### src/rtl/lsbs_pkg.sv
package lsbs_pkg;

   // Phase codes
   localparam logic [1:0] PH_ACQ    = 2'd0;
   localparam logic [1:0] PH_SERVE  = 2'd1;
   localparam logic [1:0] PH_LISTEN = 2'd2;

   // Event codes
   localparam logic [2:0] OP_TICK   = 3'd0;
   localparam logic [2:0] OP_HEARD  = 3'd1;
   localparam logic [2:0] OP_MFIX   = 3'd2;
   localparam logic [2:0] OP_OFIX   = 3'd3;
   localparam logic [2:0] OP_LISTEN = 3'd4;
   localparam logic [2:0] OP_SERVE  = 3'd5;
   localparam logic [2:0] OP_SEED   = 3'd6;

   // Register indexes
   localparam logic [2:0] REG_ACQ_TIMEOUT = 3'd0;
   localparam logic [2:0] REG_LIS_INTVL   = 3'd1;
   localparam logic [2:0] REG_LIS_DUR     = 3'd2;
   localparam logic [2:0] REG_DWELL       = 3'd3;
   localparam logic [2:0] REG_EXPLORE     = 3'd4;
   localparam logic [2:0] REG_EXIT_FIX    = 3'd5;
   localparam logic [2:0] REG_BAND_COUNT  = 3'd6;
   localparam logic [2:0] REG_KHZ_TABLE   = 3'd7;

   // Register reset values
   localparam logic [39:0] RST_ACQ_TIMEOUT = 40'd900000000;
   localparam logic [39:0] RST_LIS_INTVL   = 40'd3600000000;
   localparam logic [39:0] RST_LIS_DUR     = 40'd180000000;
   localparam logic [39:0] RST_DWELL       = 40'd120000000;
   localparam logic [7:0]  RST_EXPLORE     = 8'd4;
   localparam logic [2:0]  RST_BAND_COUNT  = 3'd3;
   localparam logic [63:0] RST_KHZ_TABLE   = {16'd0, 16'd15000, 16'd10000, 16'd5000};

   localparam logic [39:0] MASK40   = 40'hFF_FFFF_FFFF;
   localparam logic [31:0] SAT32    = 32'hFFFF_FFFF;
   localparam logic [15:0] SAT16    = 16'hFFFF;

   localparam int DEF_MAX_BANDS  = 4;
   localparam int DEF_UTC_BLOCKS = 4;

   // Band frequency from the packed table; bands beyond the table read 0
   function automatic logic [15:0] khz_of(input logic [63:0] tab, input int idx);
      logic [15:0] r;
      case (idx)
         0: r = tab[15:0];
         1: r = tab[31:16];
         2: r = tab[47:32];
         3: r = tab[63:48];
         default: r = 16'd0;
      endcase
      return r;
   endfunction

endpackage

### src/rtl/listen_serve_band_scheduler.sv
// Listen/serve band scheduler. Each request transaction carries one timestamped
// event and yields exactly one response transaction with the phase directive
// and the time left until the phase is due to end. Per-band success counts and
// per-band, per-UTC-block counts live in two on-chip memories (registered read);
// they read as zero from reset with no clearing pass. A seed event that matches
// a band writes its block counts, up to four, one after another. A tick that
// opens a listen window runs a credit scan through the memories, reading and
// comparing each band in rotation, and, when probing is enabled, a bit-serial
// modulo of the 32-bit window count. The next request can be taken in the same
// cycle as the response is offered. One event is in flight at a time; a new
// request is taken while the previous response still waits, and that event then
// holds in its output state until the earlier response has gone. Register writes
// are taken only while no event is in flight.
module listen_serve_band_scheduler #(
   parameter int MAX_BANDS  = lsbs_pkg::DEF_MAX_BANDS,
   parameter int UTC_BLOCKS = lsbs_pkg::DEF_UTC_BLOCKS
) (
   input  logic              clock,
   input  logic              reset,
   input  logic              req_valid,
   output logic              req_ready,
   input  logic [2:0]        req_op,
   input  logic [62:0]       req_time_us,
   input  logic signed [2:0] req_utc_block,
   input  logic [15:0]       req_seed_khz,
   input  logic [31:0]       req_seed_successes,
   input  logic [15:0]       req_seed_block_0,
   input  logic [15:0]       req_seed_block_1,
   input  logic [15:0]       req_seed_block_2,
   input  logic [15:0]       req_seed_block_3,
   output logic              rsp_valid,
   input  logic              rsp_ready,
   output logic [1:0]        rsp_phase,
   output logic              rsp_wifi_up,
   output logic              rsp_marker_listening,
   output logic              rsp_rds_active,
   output logic [15:0]       rsp_listen_band_khz,
   output logic              rsp_seed_matched,
   output logic [39:0]       rsp_until_change_us,
   input  logic              csr_valid,
   output logic              csr_ready,
   input  logic [2:0]        csr_index,
   input  logic [63:0]       csr_data
);

   localparam int CUR_W  = (MAX_BANDS > 1) ? $clog2(MAX_BANDS) : 1;
   localparam int BC_W   = $clog2(MAX_BANDS + 1);
   localparam int BLK_D  = MAX_BANDS * UTC_BLOCKS;
   localparam int BLK_AW = (BLK_D > 1) ? $clog2(BLK_D) : 1;
   localparam int NSEED  = (UTC_BLOCKS < 4) ? UTC_BLOCKS : 4;

   typedef enum logic [3:0] {
      S_IDLE, S_EXEC, S_EXPIRE, S_TICK, S_LSTART, S_SCAN_RD, S_SCAN_CMP,
      S_MOD, S_PICK, S_HEARD, S_SEED, S_DUE, S_OUT
   } state_type;

   state_type state_ff;

   // Latched transaction
   logic [2:0]  op_ff;
   logic [62:0] now_ff;
   logic [2:0]  ub_ff;
   logic [15:0] seed_khz_ff;
   logic [31:0] seed_succ_ff;
   logic [15:0] seed_blk_ff [4];

   // Configuration
   logic [39:0]     acq_to_ff, lis_int_ff, lis_dur_ff, dwell_ff;
   logic [7:0]      explore_ff;
   logic            exit_fix_ff;
   logic [BC_W-1:0] band_count_ff;
   logic [63:0]     khz_tab_ff;

   // Scheduler state
   logic             started_ff, fix_seen_ff, listen_req_ff, serve_req_ff;
   logic             band_heard_ff, last_heard_ff;
   logic [1:0]       cur_phase_ff;
   logic [62:0]      acq_start_ff, band_start_ff, listen_start_ff, last_end_ff;
   logic [CUR_W-1:0] cursor_ff;
   logic [31:0]      windows_ff;

   // Working registers
   logic             exp_acq_ff, exp_int_ff, exp_dur_ff, exp_dwell_ff;
   logic [CUR_W-1:0] idx_ff, best_ff, hit_idx_ff;
   logic [31:0]      bestc_ff;
   logic [8:0]       rem_ff;
   logic [4:0]       bit_ff;
   logic [1:0]       k_ff;
   logic             matched_ff;
   logic [63:0]      due_ff;

   // Response registers
   logic        rsp_valid_ff, rsp_wifi_ff, rsp_marker_ff, rsp_matched_ff;
   logic [1:0]  rsp_phase_ff;
   logic [15:0] rsp_khz_ff;
   logic [39:0] rsp_until_ff;

   // Memory ports
   logic              band_we, blk_we;
   logic [CUR_W-1:0]  band_waddr, band_raddr;
   logic [31:0]       band_wdata, band_rdata;
   logic [BLK_AW-1:0] blk_waddr, blk_raddr;
   logic [15:0]       blk_wdata, blk_rdata;

   logic             blk_ok;
   logic             seed_hit;
   logic [CUR_W-1:0] seed_idx;
   logic [31:0]      credit;
   logic [8:0]       rem_sh;
   logic [8:0]       rem_nx;

   function automatic logic expired(input logic [62:0] now, input logic [62:0] since,
                                    input logic [39:0] dur);
      logic [62:0] d;
      d = now - since;
      return (now >= since) && (d >= {23'd0, dur});
   endfunction

   function automatic logic [CUR_W-1:0] next_band(input logic [CUR_W-1:0] i,
                                                   input logic [BC_W-1:0] bc);
      logic [BC_W:0] n;
      n = (BC_W+1)'(i) + 1'b1;
      return (n >= {1'b0, bc}) ? '0 : CUR_W'(n);
   endfunction

   function automatic logic [BLK_AW-1:0] blk_addr(input logic [CUR_W-1:0] b,
                                                   input logic [1:0] k);
      return BLK_AW'(32'(b) * UTC_BLOCKS + 32'(k));
   endfunction

   assign blk_ok = !ub_ff[2] && (32'(ub_ff[1:0]) < UTC_BLOCKS);

   // First band whose frequency matches the seed
   always_comb begin
      seed_hit = 1'b0;
      seed_idx = '0;
      for (int i = MAX_BANDS - 1; i >= 0; i--) begin
         if ((i < 32'(band_count_ff)) && (lsbs_pkg::khz_of(khz_tab_ff, i) == seed_khz_ff)) begin
            seed_hit = 1'b1;
            seed_idx = CUR_W'(i);
         end
      end
   end

   // Memory address and write selection
   always_comb begin
      band_raddr = (state_ff == S_SCAN_RD) ? idx_ff : cursor_ff;
      blk_raddr  = blk_addr(band_raddr, ub_ff[1:0]);
      band_we    = ((state_ff == S_EXEC) && (op_ff == lsbs_pkg::OP_SEED) && seed_hit) ||
                   (state_ff == S_HEARD);
      band_waddr = (state_ff == S_HEARD) ? cursor_ff : seed_idx;
      band_wdata = (state_ff == S_HEARD) ?
                   ((band_rdata == lsbs_pkg::SAT32) ? band_rdata : band_rdata + 32'd1) :
                   seed_succ_ff;
      blk_we     = ((state_ff == S_HEARD) && blk_ok) || (state_ff == S_SEED);
      blk_waddr  = (state_ff == S_HEARD) ? blk_addr(cursor_ff, ub_ff[1:0]) :
                                           blk_addr(hit_idx_ff, k_ff);
      blk_wdata  = (state_ff == S_HEARD) ?
                   ((blk_rdata == lsbs_pkg::SAT16) ? blk_rdata : blk_rdata + 16'd1) :
                   seed_blk_ff[k_ff];
   end

   lsbs_ram #(.WIDTH(32), .DEPTH(MAX_BANDS), .AW(CUR_W)) u_band_ram (
      .clock(clock), .reset(reset),
      .wr_en(band_we), .wr_addr(band_waddr), .wr_data(band_wdata),
      .rd_addr(band_raddr), .rd_data(band_rdata)
   );

   lsbs_ram #(.WIDTH(16), .DEPTH(BLK_D), .AW(BLK_AW)) u_block_ram (
      .clock(clock), .reset(reset),
      .wr_en(blk_we), .wr_addr(blk_waddr), .wr_data(blk_wdata),
      .rd_addr(blk_raddr), .rd_data(blk_rdata)
   );

   // Credit and modulo step
   assign credit = blk_ok ? {16'd0, blk_rdata} : band_rdata;
   assign rem_sh = {rem_ff[7:0], windows_ff[bit_ff]};
   assign rem_nx = (rem_sh >= {1'b0, explore_ff}) ? rem_sh - {1'b0, explore_ff} : rem_sh;

   // Sequencer, scheduler state and response register
   always_ff @(posedge clock) begin
      if (reset) begin
         state_ff      <= S_IDLE;
         acq_to_ff     <= lsbs_pkg::RST_ACQ_TIMEOUT;
         lis_int_ff    <= lsbs_pkg::RST_LIS_INTVL;
         lis_dur_ff    <= lsbs_pkg::RST_LIS_DUR;
         dwell_ff      <= lsbs_pkg::RST_DWELL;
         explore_ff    <= lsbs_pkg::RST_EXPLORE;
         exit_fix_ff   <= 1'b1;
         band_count_ff <= (32'(lsbs_pkg::RST_BAND_COUNT) > MAX_BANDS) ?
                          BC_W'(MAX_BANDS) : BC_W'(lsbs_pkg::RST_BAND_COUNT);
         khz_tab_ff    <= lsbs_pkg::RST_KHZ_TABLE;
         started_ff    <= 1'b0;
         fix_seen_ff   <= 1'b0;
         listen_req_ff <= 1'b0;
         serve_req_ff  <= 1'b0;
         band_heard_ff <= 1'b0;
         last_heard_ff <= 1'b0;
         cur_phase_ff  <= lsbs_pkg::PH_ACQ;
         acq_start_ff  <= '0;
         band_start_ff <= '0;
         listen_start_ff <= '0;
         last_end_ff   <= '0;
         cursor_ff     <= '0;
         windows_ff    <= '0;
         rsp_valid_ff  <= 1'b0;
      end else begin
         if (rsp_valid_ff && rsp_ready) begin
            rsp_valid_ff <= 1'b0;
         end

         // Configuration writes, taken only between events
         if (csr_valid && csr_ready) begin
            case (csr_index)
               lsbs_pkg::REG_ACQ_TIMEOUT: acq_to_ff  <= csr_data[39:0];
               lsbs_pkg::REG_LIS_INTVL:   lis_int_ff <= csr_data[39:0];
               lsbs_pkg::REG_LIS_DUR:     lis_dur_ff <= csr_data[39:0];
               lsbs_pkg::REG_DWELL:       dwell_ff   <= csr_data[39:0];
               lsbs_pkg::REG_EXPLORE:     explore_ff <= csr_data[7:0];
               lsbs_pkg::REG_EXIT_FIX:    exit_fix_ff <= csr_data[0];
               lsbs_pkg::REG_BAND_COUNT: begin
                  if (csr_data[2:0] == 3'd0) begin
                     band_count_ff <= BC_W'(1);
                  end else if (32'(csr_data[2:0]) > MAX_BANDS) begin
                     band_count_ff <= BC_W'(MAX_BANDS);
                  end else begin
                     band_count_ff <= BC_W'(csr_data[2:0]);
                  end
                  cursor_ff <= '0;
               end
               lsbs_pkg::REG_KHZ_TABLE:   khz_tab_ff <= csr_data;
               default: ;
            endcase
         end

         case (state_ff)
            S_IDLE: begin
               if (req_valid) begin
                  op_ff          <= req_op;
                  now_ff         <= req_time_us;
                  ub_ff          <= req_utc_block;
                  seed_khz_ff    <= req_seed_khz;
                  seed_succ_ff   <= req_seed_successes;
                  seed_blk_ff[0] <= req_seed_block_0;
                  seed_blk_ff[1] <= req_seed_block_1;
                  seed_blk_ff[2] <= req_seed_block_2;
                  seed_blk_ff[3] <= req_seed_block_3;
                  matched_ff     <= 1'b0;
                  state_ff       <= S_EXEC;
               end
            end

            S_EXEC: begin
               state_ff <= S_DUE;
               case (op_ff)
                  lsbs_pkg::OP_TICK: begin
                     // first tick starts the block
                     if (!started_ff) begin
                        started_ff    <= 1'b1;
                        cur_phase_ff  <= lsbs_pkg::PH_ACQ;
                        acq_start_ff  <= now_ff;
                        band_start_ff <= now_ff;
                        cursor_ff     <= '0;
                        fix_seen_ff   <= 1'b0;
                        listen_req_ff <= 1'b0;
                        serve_req_ff  <= 1'b0;
                        band_heard_ff <= 1'b0;
                     end
                     state_ff <= S_EXPIRE;
                  end
                  lsbs_pkg::OP_HEARD: begin
                     band_heard_ff <= 1'b1;
                     state_ff      <= S_HEARD;
                  end
                  lsbs_pkg::OP_MFIX: begin
                     fix_seen_ff <= 1'b1;
                     if ((cur_phase_ff == lsbs_pkg::PH_LISTEN) && exit_fix_ff) begin
                        last_heard_ff <= band_heard_ff;
                        if (!band_heard_ff) begin
                           cursor_ff <= next_band(cursor_ff, band_count_ff);
                        end
                        cur_phase_ff  <= lsbs_pkg::PH_SERVE;
                        last_end_ff   <= now_ff;
                        listen_req_ff <= 1'b0;
                        serve_req_ff  <= 1'b0;
                     end
                  end
                  lsbs_pkg::OP_OFIX:   fix_seen_ff   <= 1'b1;
                  lsbs_pkg::OP_LISTEN: listen_req_ff <= 1'b1;
                  lsbs_pkg::OP_SERVE:  serve_req_ff  <= 1'b1;
                  lsbs_pkg::OP_SEED: begin
                     // band success count written this cycle through band_we
                     matched_ff <= seed_hit;
                     hit_idx_ff <= seed_idx;
                     k_ff       <= '0;
                     if (seed_hit) begin
                        state_ff <= S_SEED;
                     end
                  end
                  default: ;
               endcase
            end

            S_EXPIRE: begin
               exp_acq_ff   <= expired(now_ff, acq_start_ff, acq_to_ff);
               exp_int_ff   <= expired(now_ff, last_end_ff, lis_int_ff);
               exp_dur_ff   <= expired(now_ff, listen_start_ff, lis_dur_ff);
               exp_dwell_ff <= expired(now_ff, band_start_ff, dwell_ff);
               state_ff     <= S_TICK;
            end

            S_TICK: begin
               state_ff <= S_DUE;
               case (cur_phase_ff)
                  lsbs_pkg::PH_ACQ: begin
                     if (listen_req_ff) begin
                        cur_phase_ff <= lsbs_pkg::PH_SERVE;
                        last_end_ff  <= now_ff;
                        state_ff     <= S_LSTART;
                     end else if (fix_seen_ff || serve_req_ff || exp_acq_ff) begin
                        cur_phase_ff  <= lsbs_pkg::PH_SERVE;
                        last_end_ff   <= now_ff;
                        listen_req_ff <= 1'b0;
                        serve_req_ff  <= 1'b0;
                     end else if (!band_heard_ff && exp_dwell_ff) begin
                        cursor_ff     <= next_band(cursor_ff, band_count_ff);
                        band_start_ff <= now_ff;
                     end
                  end
                  lsbs_pkg::PH_SERVE: begin
                     if (listen_req_ff || exp_int_ff) begin
                        state_ff <= S_LSTART;
                     end
                  end
                  default: begin
                     if (serve_req_ff || exp_dur_ff) begin
                        last_heard_ff <= band_heard_ff;
                        if (!band_heard_ff) begin
                           cursor_ff <= next_band(cursor_ff, band_count_ff);
                        end
                        cur_phase_ff  <= lsbs_pkg::PH_SERVE;
                        last_end_ff   <= now_ff;
                        listen_req_ff <= 1'b0;
                        serve_req_ff  <= 1'b0;
                     end else if (!band_heard_ff && exp_dwell_ff) begin
                        cursor_ff     <= next_band(cursor_ff, band_count_ff);
                        band_start_ff <= now_ff;
                     end
                  end
               endcase
            end

            // Open a listen window
            S_LSTART: begin
               cur_phase_ff    <= lsbs_pkg::PH_LISTEN;
               listen_start_ff <= now_ff;
               band_start_ff   <= now_ff;
               windows_ff      <= windows_ff + 32'd1;
               listen_req_ff   <= 1'b0;
               serve_req_ff    <= 1'b0;
               band_heard_ff   <= 1'b0;
               idx_ff          <= '0;
               best_ff         <= '0;
               bestc_ff        <= '0;
               rem_ff          <= '0;
               bit_ff          <= 5'd31;
               state_ff        <= S_SCAN_RD;
            end

            S_SCAN_RD: state_ff <= S_SCAN_CMP;

            // Highest credit, first band wins ties
            S_SCAN_CMP: begin
               if ((idx_ff == '0) || (credit > bestc_ff)) begin
                  bestc_ff <= credit;
                  best_ff  <= idx_ff;
               end
               if ((BC_W+1)'(idx_ff) + 1'b1 >= {1'b0, band_count_ff}) begin
                  state_ff <= (explore_ff == 8'd0) ? S_PICK : S_MOD;
               end else begin
                  idx_ff   <= idx_ff + 1'b1;
                  state_ff <= S_SCAN_RD;
               end
            end

            // Window count modulo the probe period, one bit per cycle
            S_MOD: begin
               rem_ff <= rem_nx;
               bit_ff <= bit_ff - 5'd1;
               if (bit_ff == 5'd0) begin
                  state_ff <= S_PICK;
               end
            end

            S_PICK: begin
               if (bestc_ff != 32'd0) begin
                  if ((explore_ff != 8'd0) && (band_count_ff > BC_W'(1)) && (rem_ff == 9'd0)) begin
                     cursor_ff <= next_band(best_ff, band_count_ff);
                  end else if (last_heard_ff) begin
                     cursor_ff <= best_ff;
                  end
               end
               state_ff <= S_DUE;
            end

            S_HEARD: state_ff <= S_DUE;

            S_SEED: begin
               k_ff <= k_ff + 2'd1;
               if (k_ff == 2'(NSEED - 1)) begin
                  state_ff <= S_DUE;
               end
            end

            S_DUE: begin
               case (cur_phase_ff)
                  lsbs_pkg::PH_ACQ:
                     due_ff <= {1'b0, acq_start_ff} + {24'd0, acq_to_ff};
                  lsbs_pkg::PH_SERVE:
                     due_ff <= {1'b0, last_end_ff} + {24'd0, lis_int_ff};
                  default:
                     due_ff <= {1'b0, listen_start_ff} + {24'd0, lis_dur_ff};
               endcase
               state_ff <= S_OUT;
            end

            S_OUT: begin
               if (!rsp_valid_ff || rsp_ready) begin
                  rsp_valid_ff   <= 1'b1;
                  rsp_phase_ff   <= cur_phase_ff;
                  rsp_wifi_ff    <= (cur_phase_ff == lsbs_pkg::PH_SERVE);
                  rsp_marker_ff  <= (cur_phase_ff != lsbs_pkg::PH_SERVE);
                  rsp_khz_ff     <= (cur_phase_ff != lsbs_pkg::PH_SERVE) ?
                                    lsbs_pkg::khz_of(khz_tab_ff, 32'(cursor_ff)) : 16'd0;
                  rsp_matched_ff <= matched_ff;
                  if (due_ff <= {1'b0, now_ff}) begin
                     rsp_until_ff <= 40'd0;
                  end else if ((due_ff - {1'b0, now_ff}) > {24'd0, lsbs_pkg::MASK40}) begin
                     rsp_until_ff <= lsbs_pkg::MASK40;
                  end else begin
                     rsp_until_ff <= 40'(due_ff - {1'b0, now_ff});
                  end
                  state_ff <= S_IDLE;
               end
            end

            default: state_ff <= S_IDLE;
         endcase
      end
   end

   assign req_ready            = (state_ff == S_IDLE);
   assign csr_ready            = (state_ff == S_IDLE);
   assign rsp_valid            = rsp_valid_ff;
   assign rsp_phase            = rsp_phase_ff;
   assign rsp_wifi_up          = rsp_wifi_ff;
   assign rsp_marker_listening = rsp_marker_ff;
   assign rsp_rds_active       = 1'b1;
   assign rsp_listen_band_khz  = rsp_khz_ff;
   assign rsp_seed_matched     = rsp_matched_ff;
   assign rsp_until_change_us  = rsp_until_ff;

   // The cursor always points at a band in rotation
   a_cursor_in_range: assert property (@(posedge clock) disable iff (reset)
      (BC_W+1)'(cursor_ff) < {1'b0, band_count_ff})
      else $error("band cursor beyond band count");

   // One event at a time: no request taken in the cycle after one is taken
   a_one_in_flight: assert property (@(posedge clock) disable iff (reset)
      (req_valid && req_ready) |=> !req_ready)
      else $error("request taken while an event is in progress");

   // Probing bits are only counted when probing is enabled
   a_mod_enabled: assert property (@(posedge clock) disable iff (reset)
      (state_ff == S_MOD) |-> (explore_ff != 8'd0))
      else $error("modulo run with probing disabled");

endmodule

### src/rtl/lsbs_ram.sv
// Single-port-write, single-port-read memory with registered read data.
// Entries read as zero until first written (per-entry valid bits).
module lsbs_ram #(
   parameter int WIDTH = 32,
   parameter int DEPTH = 4,
   parameter int AW    = (DEPTH > 1) ? $clog2(DEPTH) : 1
) (
   input  logic             clock,
   input  logic             reset,
   input  logic             wr_en,
   input  logic [AW-1:0]    wr_addr,
   input  logic [WIDTH-1:0] wr_data,
   input  logic [AW-1:0]    rd_addr,
   output logic [WIDTH-1:0] rd_data
);

   logic [WIDTH-1:0] mem [DEPTH];
   logic [DEPTH-1:0] valid_ff;
   logic [WIDTH-1:0] rd_data_ff;

   // Storage
   always_ff @(posedge clock) begin
      if (wr_en) begin
         mem[wr_addr] <= wr_data;
      end
   end

   // Valid bits, cleared together at reset
   always_ff @(posedge clock) begin
      if (reset) begin
         valid_ff <= '0;
      end else if (wr_en) begin
         valid_ff[wr_addr] <= 1'b1;
      end
   end

   // Registered read
   always_ff @(posedge clock) begin
      rd_data_ff <= valid_ff[rd_addr] ? mem[rd_addr] : '0;
   end

   assign rd_data = rd_data_ff;

endmodule

### config.mk
export PLATFORM = sky130hd
export DESIGN_NAME = listen_serve_band_scheduler
export DESIGN_NICKNAME = d
export VERILOG_FILES = /design/src/rtl/lsbs_pkg.sv /design/src/rtl/listen_serve_band_scheduler.sv /design/src/rtl/lsbs_ram.sv
export SDC_FILE = /design/constraint.sdc
export NUM_CORES = 2
export LEC_CHECK = 0
export BUFFER_PORTS_ARGS = -buffer_cell sky130_fd_sc_hd__buf_2
export CAP_MARGIN = 20
export CELL_PAD_IN_SITES_DETAIL_PLACEMENT = 0
export CELL_PAD_IN_SITES_GLOBAL_PLACEMENT = 1
export CORE_MARGIN = 2
export CORE_UTILIZATION = 44
export CTS_CLUSTER_SIZE = 40
export DETAILED_ROUTE_END_ITERATION = 7
export HOLD_SLACK_MARGIN = 0.02
export PLACE_DENSITY_LB_ADDON = 0.1
export SLEW_MARGIN = 10
export SYNTH_ARGS = -nofsm -noshare
export SYNTH_HDL_FRONTEND = slang
export SYNTH_SLANG_ARGS = --single-unit
### constraint.sdc
create_clock -name clock -period 7.4 [get_ports clock]
set_clock_uncertainty 0.2 [all_clocks]
set_input_delay 1.11 -clock clock [delete_from_list [all_inputs] [get_ports clock]]
set_output_delay 1.11 -clock clock [all_outputs]
set_load 0.02 [all_outputs]
==> summary.md <==
| Metric | Value |
|---|---|
| Status | completed |
| IO Port Bufs | 316 |
| Least-Margin Pin Slew | 1.113 ns |
| Synth Cell Area | 85710 um2 |
| Most used cell, CP | o21ai_0 |
| Max-Cap Viols | 0 |
| Post-DP HPWL | 245800 um |
| Unrepaired setup endpoints after global routing | no |
| Syn Nets | 10390 |
| Vias in the first global route | 71030 |
| DR vias | 72980 |
| Critical path's slowest cell | fa_1 |
| Avg Inst Size Synth | 9.053 um2 |
| Commonest non-fill, non-tap cell in the layout | nand2_1 |
| Clk slew on worst S/H paths | 0.06 ns |
| Clock tree root driver cell | clkbuf_16 |
| CP max FO | 4 |
| H-tree Lvls | 4 |
| Synth Register Bits | 1354 |
| I/O pin count | 318 |
| DRT iter0 DRCs | 6438 |
| Slew Viols, Final | 0 |
| Die area | 198300 um2 |
| Initial antenna violation count | 15 |
| Largest net degree at the start of global routing | 162 |
| Gpl congestion | 0.9667 |
| # nets final | 10600 |
| Via-to-Cell Ratio | 5.912 |
| CTS tree | yes |
| Worst hold path type | in2reg |
| Crit end category | flop |
| Starting Density | 44.41% |
| Asr flop ratio synth | 0% |
| Dpl cell area | 90330 um2 |
| FMAX | 144.1 MHz |
| Dominant synthesized flop cell | edfxtp_1 |
| Layout cells sized above 1 | 10.45% |
| Final ANT Viol Nets | 0 |
| Cells taking the most area after synthesis | edfxtp_1 (26%), dfxtp_1 (14%), ha_1 (9.6%) |
| VDD IR max | 0.0002363 V |
| Total Power | 24.74 mW |
| Die H | 445.4 um |
| Most frequent cells in the layout | nand2_1 (1297), a21oi_1 (1067), edfxtp_1 (749) |
| Max_slew headroom | 25.71% |
| Top-area cell type share of the netlist area | 26.24% |
| Row cnt | 161 |
| Layout area overhead | 11.95% |
| # setup viols final | 0 |
| Final count of hold timing violations | 0 |
| Synth Instances | 9467 |
| Worst Path Required | 7.81 ns |
| Tot GR Track Use | 31.28% |
| Worst path max stage delay | 0.43 ns |
| Leakage | 36.14 nW |
| Final WL | 317500 um |
| Power density over the cells | 257.9 nW/um2 |
| WL per Instance | 25.72 um |
| Final period util | 93.77% |
| CORE AREA | 193000 um2 |
| Crit path kind | reg2reg |
| Clock Sinks | 1354 |
| DRC viols | 0 |
| Max Root-Sink Buffers | 3 |
| Final Cell Area | 95950 um2 |
| Period minus WS final | 6.939 ns |
| Synth Warn # | 0 |
| Die Width | 445.4 um |
| Drt first pass iters | 7 |
| Arrival @ worst endpoint | 7.35 ns |
| EDFF count, synth | 749 |
| Leading area contributor after synthesis | edfxtp_1 |
| Worst-Skew Late Latency | 0.86 ns |
| First-pass GRT wire length | 462500 um |
| CP Launch Type | flop |
| Inserted Clock Buffers | 156 |
| Post-synthesis sequential area ratio | 40.37% |
| Grt total ovfl | 0 |
| Synth cell types | 94 |
| Setup tns final | 0 ns |
Yosys cell counts (22+ instances only):
library cell	n
a211o_1	27
a211oi_1	68
a21boi_0	22
a21o_1	306
a21oi_1	1070
a221oi_1	22
a31oi_1	72
and2_1	62
and3_1	97
buf_1	24
clkbuf_1	423
dfxtp_1	605
edfxtp_1	749
ha_1	656
inv_1	639
mux2_2	25
mux2i_1	100
mux4_2	137
nand2_1	1301
nand2b_1	55
nand3_1	192
nand3b_1	30
nand4_1	224
nor2_1	629
nor2b_1	92
nor3_1	147
nor4_1	67
o211ai_1	78
o21a_1	68
o21ai_0	389
o21bai_1	84
o22ai_1	31
o31ai_1	32
or2_2	24
or3_1	40
xnor2_1	319
xor2_1	238
what timing repair did:
item	CTS	global route
resized for setup	0	22
hold endpoints to repair	0	0
setup endpoints to repair	0	3
buffers inserted	0	8
hold buffers	0	0
per-stage QoR:
stage | hold WS [ns] | util [%] | instances | worst slack [ns]
2_1_floorplan | 0.2003 | - | 9467 | 0.6462
5_1_grt | 0.1862 | 49.71 | 12340 | 0.01771
3_5_place_dp | 0.2126 | 46.81 | 12040 | 0.1557
6_report | 0.2296 | 49.72 | 12350 | 0.4612
3_3_place_gp | 0.2185 | 46.81 | 12040 | 0.1051
4_1_cts | 0.1633 | 49.62 | 12330 | 0.2016
critical path, delay by kind of cell, from the launching register on:
| kind | cells | cell delay (ns) |
|---|---|---|
| DFF | 1 | 0.41 |
| adders and majority gates | 3 | 0.89 |
| AOI/OAI and AO/OA | 17 | 3.80 |
| xor gates and xnor gates | 1 | 0.20 |
| and+or+nand+nor | 4 | 0.87 |
| buffers and inverters | 3 | 0.38 |
path summary, 6_finish.rpt:
check / from / endpoint / slack, ns / cells past startpoint
worst max-delay path: now_ff[0]$_DFFE_PP_ / exp_dur_ff$_DFFE_PP_ / 0.46 / 28
worst min register to register: matched_ff$_SDFFCE_PN0P_ / rsp_seed_matched$_DFFE_PP_ / 0.23 / 0
worst min-delay path: req_time_us[50] / now_ff[50]$_DFFE_PP_ / 0.23 / 1
worst max register to register: now_ff[0]$_DFFE_PP_ / exp_dur_ff$_DFFE_PP_ / 0.46 / 28
layout make-up:
cell class,count,area (um2)
Sequential cell,1354,34610
Fill cell,18380,97030
Inverter,642,2410
Timing Repair Buffer,512,3113
Clock buffer,220,4422
Clock inverter,72,1003
Multi-Input combinational cell,7013,47220
Tap cell,2526,3161
Antenna cell,7,17.52
where the power goes:
| group | switching, mW | leakage [nW] | internal, mW |
|---|---|---|---|
| Sequential | 0.398 | 11.7 | 8.55 |
| Clock | 3.47 | 2.59 | 4.64 |
| Combinational | 4.94 | 21.8 | 2.75 |
flip-flops by register name (all words and copies together), names as in the netlist, 32 cells and up, named ones only:
signal	flops
acq_start_ff	63
acq_to_ff	40
rsp_until_change_us	40
khz_tab_ff	64
dwell_ff	40
windows_ff	32
u_block_ram.mem	256
band_start_ff	63
listen_start_ff	63
due_ff	64
u_band_ram.rd_data	32
last_end_ff	63
seed_blk_ff	64
u_band_ram.mem	128
lis_dur_ff	40
now_ff	63
bestc_ff	32
seed_succ_ff	32
lis_int_ff	40
per-layer routing:
| metal | routed length (um) | share of wire [%] | track usage, % |
|---|---|---|---|
| met5 | 30 | 0.0094 | 0 |
| met4 | 15160 | 4.8 | 14.02 |
| met3 | 17540 | 5.5 | 3.707 |
| met2 | 148700 | 47 | 51.69 |
| met1 | 136100 | 43 | 41.11 |
cell families (layout without fill, tap and decap cells):
group,Yosys count,count (layout),synth area share [%]
buffers and inverters,1100,1446,4.851
other,1,8,0.004375
adders and majority gates,665,665,9.787
xor gates and xnor gates,557,557,5.692
AOI/OAI and AO/OA,2498,2498,17.98
DFF,1354,1354,40.37
and+or+nand+nor,3030,3030,16.22
muxes,262,262,5.096
Power figures use the tool's default switching activity.
